===== src/bsd_pkg.sv =====
// ----------------------------------------------------------------------------
// bsd_pkg: shared types and helpers of the base64 stream decoder
// Holds the group entry moved from front to back, queue status and the
// character-to-sextet mapping.
// ----------------------------------------------------------------------------
package bsd_pkg;

   localparam int QUEUE_DEPTH = 4;
   localparam int QPTR_W      = $clog2(QUEUE_DEPTH);
   localparam int QCNT_W      = $clog2(QUEUE_DEPTH + 1);

   localparam logic [7:0] CHAR_UPPER_A = 8'h41;
   localparam logic [7:0] CHAR_UPPER_Z = 8'h5A;
   localparam logic [7:0] CHAR_LOWER_A = 8'h61;
   localparam logic [7:0] CHAR_LOWER_Z = 8'h7A;
   localparam logic [7:0] CHAR_ZERO    = 8'h30;
   localparam logic [7:0] CHAR_NINE    = 8'h39;
   localparam logic [7:0] CHAR_PLUS    = 8'h2B;
   localparam logic [7:0] CHAR_SLASH   = 8'h2F;

   localparam logic [7:0] LOWER_BIAS   = 8'h47;   // 'a' - 26
   localparam logic [7:0] DIGIT_BIAS   = 8'h04;   // 52 - '0'

   localparam logic [1:0] LAST_IDX_ONE   = 2'd0;
   localparam logic [1:0] LAST_IDX_TWO   = 2'd1;
   localparam logic [1:0] LAST_IDX_THREE = 2'd2;

   // One group of up to three results, first byte in the high bits.
   typedef struct packed {
      logic [23:0] bytes;
      logic [1:0]  last_idx;
      logic        byte_valid;
      logic        last;
   } grp_type;

   typedef struct packed {
      logic              full;
      logic              empty;
      logic [QCNT_W-1:0] count;
   } qstat_type;

   // Returns {ok, sextet}; ok is low outside the alphabet (pad included).
   function automatic logic [6:0] sextet_of(input logic [7:0] sym);
      logic [7:0] v;
      logic       ok;
      v  = 8'h00;
      ok = 1'b1;
      if (sym >= CHAR_UPPER_A && sym <= CHAR_UPPER_Z) begin
         v = sym - CHAR_UPPER_A;
      end else if (sym >= CHAR_LOWER_A && sym <= CHAR_LOWER_Z) begin
         v = sym - LOWER_BIAS;
      end else if (sym >= CHAR_ZERO && sym <= CHAR_NINE) begin
         v = sym + DIGIT_BIAS;
      end else if (sym == CHAR_PLUS) begin
         v = 8'd62;
      end else if (sym == CHAR_SLASH) begin
         v = 8'd63;
      end else begin
         ok = 1'b0;
      end
      return {ok, v[5:0]};
   endfunction

endpackage


===== src/base64_stream_decoder.sv =====
// ----------------------------------------------------------------------------
// base64_stream_decoder: streaming base64 decoder, one character per transfer
// Front end groups sextets, a four-entry queue buffers byte groups, and the
// back end sends decoded bytes one per transfer.
// ----------------------------------------------------------------------------
// The block takes one character per cycle on the req_ channel and returns
// decoded bytes on the rsp_ channel, one byte per transfer. Every fourth
// character of the alphabet releases three bytes; '=' or any other character
// halts decoding until the end-of-message item (req_kind = 1), which flushes
// a partial group (one or two bytes) or, with nothing to flush, sends one
// transfer with rsp_byte_valid low; the final transfer of a message carries
// rsp_last. A completed group passes through the queue, the back end's group
// register and its output register. Input is taken every cycle as long as the
// four-entry group queue has room; the back end sends one byte per cycle while
// rsp_stall is low, so a full-rate stream of 4 characters per 3 bytes flows
// without stall; req_stall rises only once a held rsp_stall fills the queue.
// ----------------------------------------------------------------------------
module base64_stream_decoder (
   input  logic       clock,
   input  logic       reset,
   input  logic       req_valid,
   input  logic       req_kind,
   input  logic [7:0] req_symbol,
   output logic       req_stall,
   output logic       rsp_valid,
   output logic [7:0] rsp_data_byte,
   output logic       rsp_byte_valid,
   output logic       rsp_last,
   input  logic       rsp_stall
);

   bsd_pkg::grp_type   push_data;
   bsd_pkg::grp_type   head;
   bsd_pkg::qstat_type qstat;
   logic               push;
   logic               pop;

   // Classify characters and build byte groups.
   bsd_front u_front (
      .clock      (clock),
      .reset      (reset),
      .req_valid  (req_valid),
      .req_kind   (req_kind),
      .req_symbol (req_symbol),
      .req_stall  (req_stall),
      .q_full     (qstat.full),
      .push       (push),
      .push_data  (push_data)
   );

   // Hold groups so either side can stall on its own.
   bsd_queue u_queue (
      .clock     (clock),
      .reset     (reset),
      .push      (push),
      .push_data (push_data),
      .pop       (pop),
      .head      (head),
      .stat      (qstat)
   );

   // Advance through each group one byte per transfer.
   bsd_back u_back (
      .clock          (clock),
      .reset          (reset),
      .head           (head),
      .q_valid        (!qstat.empty),
      .pop            (pop),
      .rsp_valid      (rsp_valid),
      .rsp_data_byte  (rsp_data_byte),
      .rsp_byte_valid (rsp_byte_valid),
      .rsp_last       (rsp_last),
      .rsp_stall      (rsp_stall)
   );

   // Never push into a full queue: a group would be lost.
   a_no_push_full: assert property (@(posedge clock) disable iff (reset)
      push |-> !qstat.full)
      else $error("group pushed into full queue");

   // Queue occupancy stays within its depth.
   a_count_range: assert property (@(posedge clock) disable iff (reset)
      qstat.count <= bsd_pkg::QCNT_W'(bsd_pkg::QUEUE_DEPTH))
      else $error("queue count out of range");

   // An empty end marker is always the final transfer of its message.
   a_empty_is_last: assert property (@(posedge clock) disable iff (reset)
      (rsp_valid && !rsp_byte_valid) |-> rsp_last)
      else $error("transfer without byte is not marked last");

   // Pop only when the queue holds a group.
   a_no_pop_empty: assert property (@(posedge clock) disable iff (reset)
      pop |-> !qstat.empty)
      else $error("pop from empty queue");

endmodule


===== src/bsd_front.sv =====
// ----------------------------------------------------------------------------
// bsd_front: character intake and grouping
// Maps characters to sextets, tracks the held group and halting, and pushes
// a finished group of result bytes into the queue.
// ----------------------------------------------------------------------------
module bsd_front (
   input  logic             clock,
   input  logic             reset,
   input  logic             req_valid,
   input  logic             req_kind,
   input  logic [7:0]       req_symbol,
   output logic             req_stall,
   input  logic             q_full,
   output logic             push,
   output bsd_pkg::grp_type push_data
);

   logic [17:0] held_ff, held_in;
   logic [1:0]  count_ff, count_in;
   logic        halted_ff, halted_in;
   logic        accept;
   logic [6:0]  sx;
   logic [23:0] word;

   assign req_stall = q_full;
   assign accept    = req_valid && !q_full;
   assign sx        = bsd_pkg::sextet_of(req_symbol);
   assign word      = {held_ff, sx[5:0]};

   always_comb begin
      held_in   = held_ff;
      count_in  = count_ff;
      halted_in = halted_ff;
      push      = 1'b0;
      push_data = '0;
      if (accept) begin
         if (req_kind) begin
            push = 1'b1;
            push_data.last = 1'b1;
            case (count_ff)
               2'd2: begin
                  push_data.bytes      = {held_ff[11:4], 16'h0000};
                  push_data.last_idx   = bsd_pkg::LAST_IDX_ONE;
                  push_data.byte_valid = 1'b1;
               end
               2'd3: begin
                  push_data.bytes      = {held_ff[17:10], held_ff[9:2], 8'h00};
                  push_data.last_idx   = bsd_pkg::LAST_IDX_TWO;
                  push_data.byte_valid = 1'b1;
               end
               default: begin
                  push_data.last_idx   = bsd_pkg::LAST_IDX_ONE;
                  push_data.byte_valid = 1'b0;
               end
            endcase
            held_in   = '0;
            count_in  = '0;
            halted_in = 1'b0;
         end else if (!halted_ff) begin
            if (!sx[6]) begin
               halted_in = 1'b1;
            end else if (count_ff == 2'd3) begin
               push                 = 1'b1;
               push_data.bytes      = word;
               push_data.last_idx   = bsd_pkg::LAST_IDX_THREE;
               push_data.byte_valid = 1'b1;
               held_in  = '0;
               count_in = '0;
            end else begin
               held_in  = {held_ff[11:0], sx[5:0]};
               count_in = count_ff + 2'd1;
            end
         end
      end
   end

   always_ff @(posedge clock) begin
      if (reset) begin
         held_ff   <= '0;
         count_ff  <= '0;
         halted_ff <= 1'b0;
      end else begin
         held_ff   <= held_in;
         count_ff  <= count_in;
         halted_ff <= halted_in;
      end
   end

endmodule


===== src/bsd_queue.sv =====
// ----------------------------------------------------------------------------
// bsd_queue: group queue between front and back
// A small register FIFO of result groups with full and empty status.
// ----------------------------------------------------------------------------
module bsd_queue (
   input  logic               clock,
   input  logic               reset,
   input  logic               push,
   input  bsd_pkg::grp_type   push_data,
   input  logic               pop,
   output bsd_pkg::grp_type   head,
   output bsd_pkg::qstat_type stat
);

   bsd_pkg::grp_type                 entry_ff [bsd_pkg::QUEUE_DEPTH];
   logic [bsd_pkg::QPTR_W-1:0]       wr_ptr_ff, wr_ptr_in;
   logic [bsd_pkg::QPTR_W-1:0]       rd_ptr_ff, rd_ptr_in;
   logic [bsd_pkg::QCNT_W-1:0]       count_ff, count_in;
   logic                             do_push, do_pop;

   assign stat.full  = (count_ff == bsd_pkg::QCNT_W'(bsd_pkg::QUEUE_DEPTH));
   assign stat.empty = (count_ff == '0);
   assign stat.count = count_ff;
   assign head       = entry_ff[rd_ptr_ff];

   assign do_push = push && !stat.full;
   assign do_pop  = pop && !stat.empty;

   always_comb begin
      wr_ptr_in = do_push ? wr_ptr_ff + bsd_pkg::QPTR_W'(1) : wr_ptr_ff;
      rd_ptr_in = do_pop  ? rd_ptr_ff + bsd_pkg::QPTR_W'(1) : rd_ptr_ff;
      count_in  = count_ff;
      if (do_push && !do_pop) begin
         count_in = count_ff + bsd_pkg::QCNT_W'(1);
      end else if (do_pop && !do_push) begin
         count_in = count_ff - bsd_pkg::QCNT_W'(1);
      end
   end

   always_ff @(posedge clock) begin
      if (do_push) begin
         entry_ff[wr_ptr_ff] <= push_data;
      end
   end

   always_ff @(posedge clock) begin
      if (reset) begin
         wr_ptr_ff <= '0;
         rd_ptr_ff <= '0;
         count_ff  <= '0;
      end else begin
         wr_ptr_ff <= wr_ptr_in;
         rd_ptr_ff <= rd_ptr_in;
         count_ff  <= count_in;
      end
   end

endmodule


===== src/bsd_back.sv =====
// ----------------------------------------------------------------------------
// bsd_back: result sequencer
// Takes groups from the queue and sends their bytes one per transfer through
// a registered output.
// ----------------------------------------------------------------------------
module bsd_back (
   input  logic             clock,
   input  logic             reset,
   input  bsd_pkg::grp_type head,
   input  logic             q_valid,
   output logic             pop,
   output logic             rsp_valid,
   output logic [7:0]       rsp_data_byte,
   output logic             rsp_byte_valid,
   output logic             rsp_last,
   input  logic             rsp_stall
);

   bsd_pkg::grp_type cur_ff, cur_in;
   logic             busy_ff, busy_in;
   logic [1:0]       idx_ff, idx_in;
   logic             out_valid_ff, out_valid_in;
   logic [7:0]       out_byte_ff, out_byte_in;
   logic             out_bv_ff, out_bv_in;
   logic             out_last_ff, out_last_in;
   logic             load_out, done;
   logic [7:0]       sel_byte;

   always_comb begin
      case (idx_ff)
         2'd0:    sel_byte = cur_ff.bytes[23:16];
         2'd1:    sel_byte = cur_ff.bytes[15:8];
         default: sel_byte = cur_ff.bytes[7:0];
      endcase
   end

   assign load_out = busy_ff && (!out_valid_ff || !rsp_stall);
   assign done     = load_out && (idx_ff == cur_ff.last_idx);
   assign pop      = q_valid && (!busy_ff || done);

   always_comb begin
      cur_in       = cur_ff;
      busy_in      = busy_ff;
      idx_in       = idx_ff;
      out_valid_in = out_valid_ff;
      out_byte_in  = out_byte_ff;
      out_bv_in    = out_bv_ff;
      out_last_in  = out_last_ff;
      if (out_valid_ff && !rsp_stall) begin
         out_valid_in = 1'b0;
      end
      if (load_out) begin
         out_valid_in = 1'b1;
         out_byte_in  = sel_byte;
         out_bv_in    = cur_ff.byte_valid;
         out_last_in  = cur_ff.last && (idx_ff == cur_ff.last_idx);
         idx_in       = idx_ff + 2'd1;
      end
      if (done) begin
         busy_in = 1'b0;
      end
      if (pop) begin
         cur_in  = head;
         busy_in = 1'b1;
         idx_in  = 2'd0;
      end
   end

   always_ff @(posedge clock) begin
      cur_ff      <= cur_in;
      out_byte_ff <= out_byte_in;
      out_bv_ff   <= out_bv_in;
      out_last_ff <= out_last_in;
      if (reset) begin
         busy_ff      <= 1'b0;
         idx_ff       <= '0;
         out_valid_ff <= 1'b0;
      end else begin
         busy_ff      <= busy_in;
         idx_ff       <= idx_in;
         out_valid_ff <= out_valid_in;
      end
   end

   assign rsp_valid      = out_valid_ff;
   assign rsp_data_byte  = out_byte_ff;
   assign rsp_byte_valid = out_bv_ff;
   assign rsp_last       = out_last_ff;

endmodule

===== config.mk =====
export PLATFORM = sky130hd
export DESIGN_NAME = base64_stream_decoder
export DESIGN_NICKNAME = d
export VERILOG_FILES = /design/src/bsd_pkg.sv /design/src/base64_stream_decoder.sv /design/src/bsd_front.sv /design/src/bsd_queue.sv /design/src/bsd_back.sv
export SDC_FILE = /design/constraint.sdc
export NUM_CORES = 1
export LEC_CHECK = 0
export CORE_MARGIN = 5
export CORE_UTILIZATION = 27
export CTS_CLUSTER_DIAMETER = 200
export DETAILED_ROUTE_END_ITERATION = 6
export DONT_BUFFER_PORTS = 1
export PLACE_DENSITY = 0.39
export SYNTH_ARGS = -nofsm -noshare
export SYNTH_HDL_FRONTEND = slang
export SYNTH_SLANG_ARGS = --single-unit

===== constraint.sdc =====
create_clock -name clock -period 7.95 [get_ports clock]
set_input_delay 1.59 -clock clock [delete_from_list [all_inputs] [get_ports clock]]
set_output_delay 1.59 -clock clock [all_outputs]
set_load 0.03 [all_outputs]

# == Word level (Yosys, flattened, before mapping) ==
# Memories as Yosys holds them, arrays and structs flattened. A register that Yosys moved wholly into a read port is not among the register bits.
# Cells that the tools add are included.
# op_classes
add_sub_neg,9
n_lt_le_gt_ge,6
eq_ne,8
mux,43
n_reduce_logical,30
# ops
op,count
2-to-1 mux 27 bit,4
2-to-1 mux 18 bit,4
case mux 24 bit (2 select lines),1
2-to-1 mux 6 bit,5
2-to-1 mux 28 bit,1
2-to-1 mux 1 bit,20
"equality test 8 x 6 -> 1 bit, second input constant",2
"greater-or-equal comparator 8 x 7 -> 1 bit, second input constant",2
"less-or-equal comparator 8 x 7 -> 1 bit, second input constant",2
case mux 8 bit (2 select lines),1
logical AND 1 bit,13
"adder 2 x 1 -> 2 bit, second input constant",4
"greater-or-equal comparator 8 x 6 -> 1 bit, second input constant",1
"less-or-equal comparator 8 x 6 -> 1 bit, second input constant",1
2-to-1 mux 2 bit,4
nonzero test 2 bit,4
logical NOT 1 bit,7
"adder 6 x 3 -> 6 bit, second input constant",1
2-to-1 mux 3 bit,2
"subtractor 6 x 1 -> 6 bit, second input constant",1
"subtractor 6 x 3 -> 6 bit, second input constant",1
"equality test 2 bit, second input constant",2
case mux 2 bit (2 select lines),1
"adder 3 x 1 -> 3 bit, second input constant",1
other kinds (10),11
# word_totals
register_bits,42
ram_bits,112
input_bits,13
out_inout_bits,12
word_cells,109
mem_count,1
# mem_list
memory,words,word_bits,read_ports,rd_ports_with_merged_regs,wr,line_no,text
u_queue.entry_ff,4,28,1,1,1,bsd_queue.sv:15,bsd_pkg::grp_type entry_ff [bsd_pkg::QUEUE_DEPTH];

# == Longest topological paths before layout ==
# logic_depth
ltp_word,15
depth_mapped,12
ltp_nobuf,12

# == Hierarchy ==
# A second synthesis with hierarchy kept.
# unflattened
hier_cells,512
area_unflattened_um2,7810.0
# modules_own_cells
mod,instances,cells_per_inst,area_each_um2,seq_area_each_um2
bsd_queue,1,194,4530.6,3543.4
bsd_front,1,227,1771.7,420.4
bsd_back,1,90,1503.9,1221.2
base64_stream_decoder,1,1,3.8,0.0

# == Least setup slack after synthesis ==
# Ideal clock, no wire load.
# synth_timing
path_type,input -> register
from,input req_symbol[0]
to,register u_queue.count_ff[2] (netlist name)
arrival_time_ps,4056
t_required_ps,7880
slack_ps,3823
path_stages,12
n_path_buf,0
cell_sequence,inv_1 > ha_1 > nor2b_1 > o21ai_1 > nand3_2 > a211oi_4 > ha_1 > inv_1 > fa_1 > xor2_1 > or3_1 > a21oi_1
# synth_between
elab_chain_cells,14
# synth_lines
item,line_no,text
"start, declared",base64_stream_decoder.sv:23,"input logic [7:0] req_symbol,"
"parallel branches: the longest is 5 deep, another holds greater-or-equal comparator 8 x 6 -> 1 bit",n/a,
2-to-1 mux 1 bit (*),bsd_pkg.sv:48,if (sym >= CHAR_UPPER_A && sym <= CHAR_UPPER_Z) begin
2-to-1 mux 1 bit (*),bsd_front.sv:60,if (!sx[6]) begin
2-to-1 mux 1 bit (*),bsd_front.sv:59,end else if (!halted_ff) begin
2-to-1 mux 1 bit (*),bsd_front.sv:37,if (req_kind) begin
2-to-1 mux 1 bit (*),bsd_front.sv:36,if (accept) begin
logical AND 1 bit (*),bsd_queue.sv:26,assign do_push = push && !stat.full;
via u_queue.do_push,bsd_queue.sv:19,"logic do_push, do_pop;"
logical NOT 1 bit,bsd_queue.sv:35,end else if (do_pop && !do_push) begin
logical AND 1 bit,bsd_queue.sv:35,
nonzero test 2 bit (no line),n/a,
"end signal, assigned",bsd_queue.sv:54,count_ff <= count_in;
"end, declared",bsd_queue.sv:18,"logic [bsd_pkg::QCNT_W-1:0] count_ff, count_in;"
# Mark *: on every way through the listed nets, which the timed path passes.
# A chain may end at the register's enable or synchronous reset.

# == Final worst setup path ==
# Same ends and word-level chain as after synthesis.

==> out/summary.txt <==
Cell Pwr Density -> 304 nW/µm²
Post-synthesis mux area share -> 8.70%
Mapped Cells -> 499
Initial Util -> 27.3%
Clk_skew -> 0.0137 ns
Vias -> 4,060
Setup TNS -> 0 ns
Drt first pass iters -> 4
Core Area -> 27,800 µm²
Critical path class -> in -> reg
Clock Latency Late Sink -> 0.42 ns
Number of global-route vias before repair -> 4,158
Simple-Gate Fraction of Synth Area -> 9.26%
Xor-xnor portion of the synthesized cell area -> 1.38%
Post-synth EDFFs -> 150
Crit path time final -> 3.94 ns
Avg Inst Size Synth -> 15.2 µm²
CTS HTree Levels -> 4
Routed WL per cell -> 18.1 µm
GRT overflow -> 0
Status -> finished, final reports clean
Tcrit/Tclk final -> 49.6%
Async SR Flop Fraction -> 0%
P_leak -> 2.87 nW
CTS Sinks -> 182
Setup violations, final -> 0
Gr usage total -> 10.9%
Main combinational cell family by area after synthesis -> simple AND/OR/NAND/NOR gates
CTS buffer count -> 17
Clk slew on worst S/H paths -> 0.07 ns
Critical path fanouts, max -> 8
Final wirelength -> 16,100 µm
Chip Height -> 178 µm
Data arrival time of the critical path -> 4.30 ns
Critical Path End Type -> flop
Hold Path Class -> reg -> reg
# IOs -> 25
First-pass GRT wire length -> 25,500 µm
CP Data Required Time -> 8.31 ns
Post-DP HPWL -> 10,100 µm
YS warnings -> 0
Clock tree root buffer cell -> clkbuf_16
Placed insts -> 858
Final Hold Vio Count -> 0
Syn_nets -> 531
Slew Viols, Final -> 0
Row Count -> 61
Layout Nets -> 531
Ys flop type -> edfxtp_1
Post-Synth Adder-Cell Area -> 3.23%
Area grow syn2layout -> 12.8%
Post_cts resized -> 0
Worst setup margin -> 4.01 ns
Slew headroom -> 39.0%
RSZ-0062 raised after global routing -> no
Netlist Area Pre-Place -> 7590 µm²
Peak VDD IR -> 0.145 mV
Die W -> 178 µm
Max_cap viols -> 0
Ratio of cells with drive above 1 in the final layout -> 16.0%
Dpl ws -> 3.53 ns
Fmax -> 254 MHz
Setup bufs post-CTS -> 0
Register bit total from synthesis -> 182
# DRC -> 0
Seq/Total Area, Yosys -> 67.8%
Port bufs -> 0
Clk buf depth -> 2
Full die area -> 31,600 µm²
DRT iter0 DRCs -> 260
Crit path launch type -> input pin
Via-to-Cell Ratio -> 4.56
CTS tree -> built
Compound-Gate Fraction of Synth Area -> 7.14%
Antenna Cells -> 0
Hold Buf Count CTS -> 0
Worst Tran Pin Value -> 0.915 ns
Initial antenna violation count -> 0
Largest net degree at the start of global routing -> 35
Routability cong. -> 0.790
Yosys cell types -> 53
Post-Layout Cell Count -> 890
Final ANT Viol Nets -> 0
Filler cells -> 2,781
## report_power, final
group	switching [mW]	internal, mW
combinational	0.255	0.177
sequential	0.124	1.22
clock	0.363	0.469
total	0.742	1.86
## worst paths after layout
path                                     startpoint                  end  slack [ns]  cells past startpoint
worst max-delay path                  req_symbol[0]  u_queue.count_ff[2]        4.01                     12
worst min-delay path            u_front.held_ff[16]  u_front.held_ff[16]        0.45                      2
worst max register to register  u_queue.count_ff[0]  u_queue.count_ff[2]        4.75                     10
worst min register to register  u_front.held_ff[16]  u_front.held_ff[16]        0.45                      2
## synth_stat cells, drive strengths merged, types with 6 or more instances
master	number	area, µm²
edfxtp	150	4500
nand2	37	139
dfxtp	32	641
nor2	30	113
mux4	28	631
a21oi	23	126
nand3	21	110
ha	18	225
inv	18	67.6
a22oi	16	120
and3	15	93.8
buf	12	78.8
clkbuf	12	45.0
o21ai	9	48.8
and2	8	52.6
nor2b	7	43.8
xnor2	6	52.6
xor2	6	52.6
## registers in the layout, indices dropped and copies added (netlist names), 2 cells and up
| signal | flops |
|---|---|
| u_back.rsp_data_byte | 8 |
| u_back.idx_ff | 2 |
| u_queue.wr_ptr_ff | 2 |
| u_front.count_ff | 2 |
| u_front.held_ff | 18 |
| u_queue.rd_ptr_ff | 2 |
| u_queue.count_ff | 3 |
| u_back.cur_ff | 28 |
| u_queue.entry_ff | 112 |
## layout by cell type, fill, tap and decap left out, types with 3 or more instances in the layout
master / count
o21ai_0: 5
buf_4: 5
edfxtp_1: 150
xor2_1: 6
ha_1: 18
and2_1: 3
o21ai_1: 3
and3_1: 15
mux2i_1: 3
nand3b_1: 4
o31ai_1: 5
a31oi_1: 4
and2_2: 4
inv_6: 6
nand3_1: 20
nor2_1: 30
clkinv_2: 3
a22oi_1: 16
nand2_1: 37
nor3_1: 4
dfxtp_1: 30
xnor2_1: 6
clkbuf_16: 17
mux4_2: 28
nor2b_1: 6
a21oi_1: 22
o221ai_1: 3
inv_1: 18
## cell type report
cell class              instances  area [µm²]  share of cell area (%)
repair buffers                  5        37.5                   0.438
clock inverters                13         145                    1.69
inverters                      18        67.6                   0.789
clock buffers                  19         433                    5.05
well taps                     378         473                    5.52
multi-input cells             275        2260                    26.4
flip-flops and latches        182        5150                    60.1
## per-stage QoR
step	util [%]	instance area, µm²	hold slack [ns]	power, mW
2_1_floorplan	-	7590	0.400	1.67
3_3_place_gp	28.8	7990	0.421	1.81
3_5_place_dp	28.8	7990	0.439	1.82
4_1_cts	30.8	8570	0.448	2.65
5_1_grt	30.8	8570	0.462	2.74
6_report	30.8	8570	0.446	2.61
## layer usage
| layer | track usage, % | wire length [µm] | vias to the layer above |
|---|---|---|---|
| li1 | - | - | 1911 |
| met1 | 14.7 | 7840 | 2062 |
| met2 | 17.2 | 7590 | 79 |
| met3 | 2.58 | 533 | 8 |
| met4 | 3.54 | 133 | 0 |
| met5 | 0 | 0 | - |
## worst max-delay path, stage by stage
cell      delay, ns
inv_1          0.04
ha_1           0.24
nor2b_1        0.14
o21ai_1        0.30
nand3_2        0.27
a211oi_4       0.42
ha_1           0.25
inv_1          0.06
fa_1           0.37
xor2_1         0.17
or3_1          0.30
a21oi_1        0.15
## cells by family (layout without fill, tap and decap cells)
group	count (synthesis)	in the layout
XOR/XNOR	12	12
flip-flops	182	182
multiplexers	31	31
adder cells (fa/ha/maj)	19	19
buffers and inverters	42	55
AND/OR/NAND/NOR	138	138
AO/OA/AOI/OAI	75	75
Note: power is estimated with default switching activity, not from simulation.
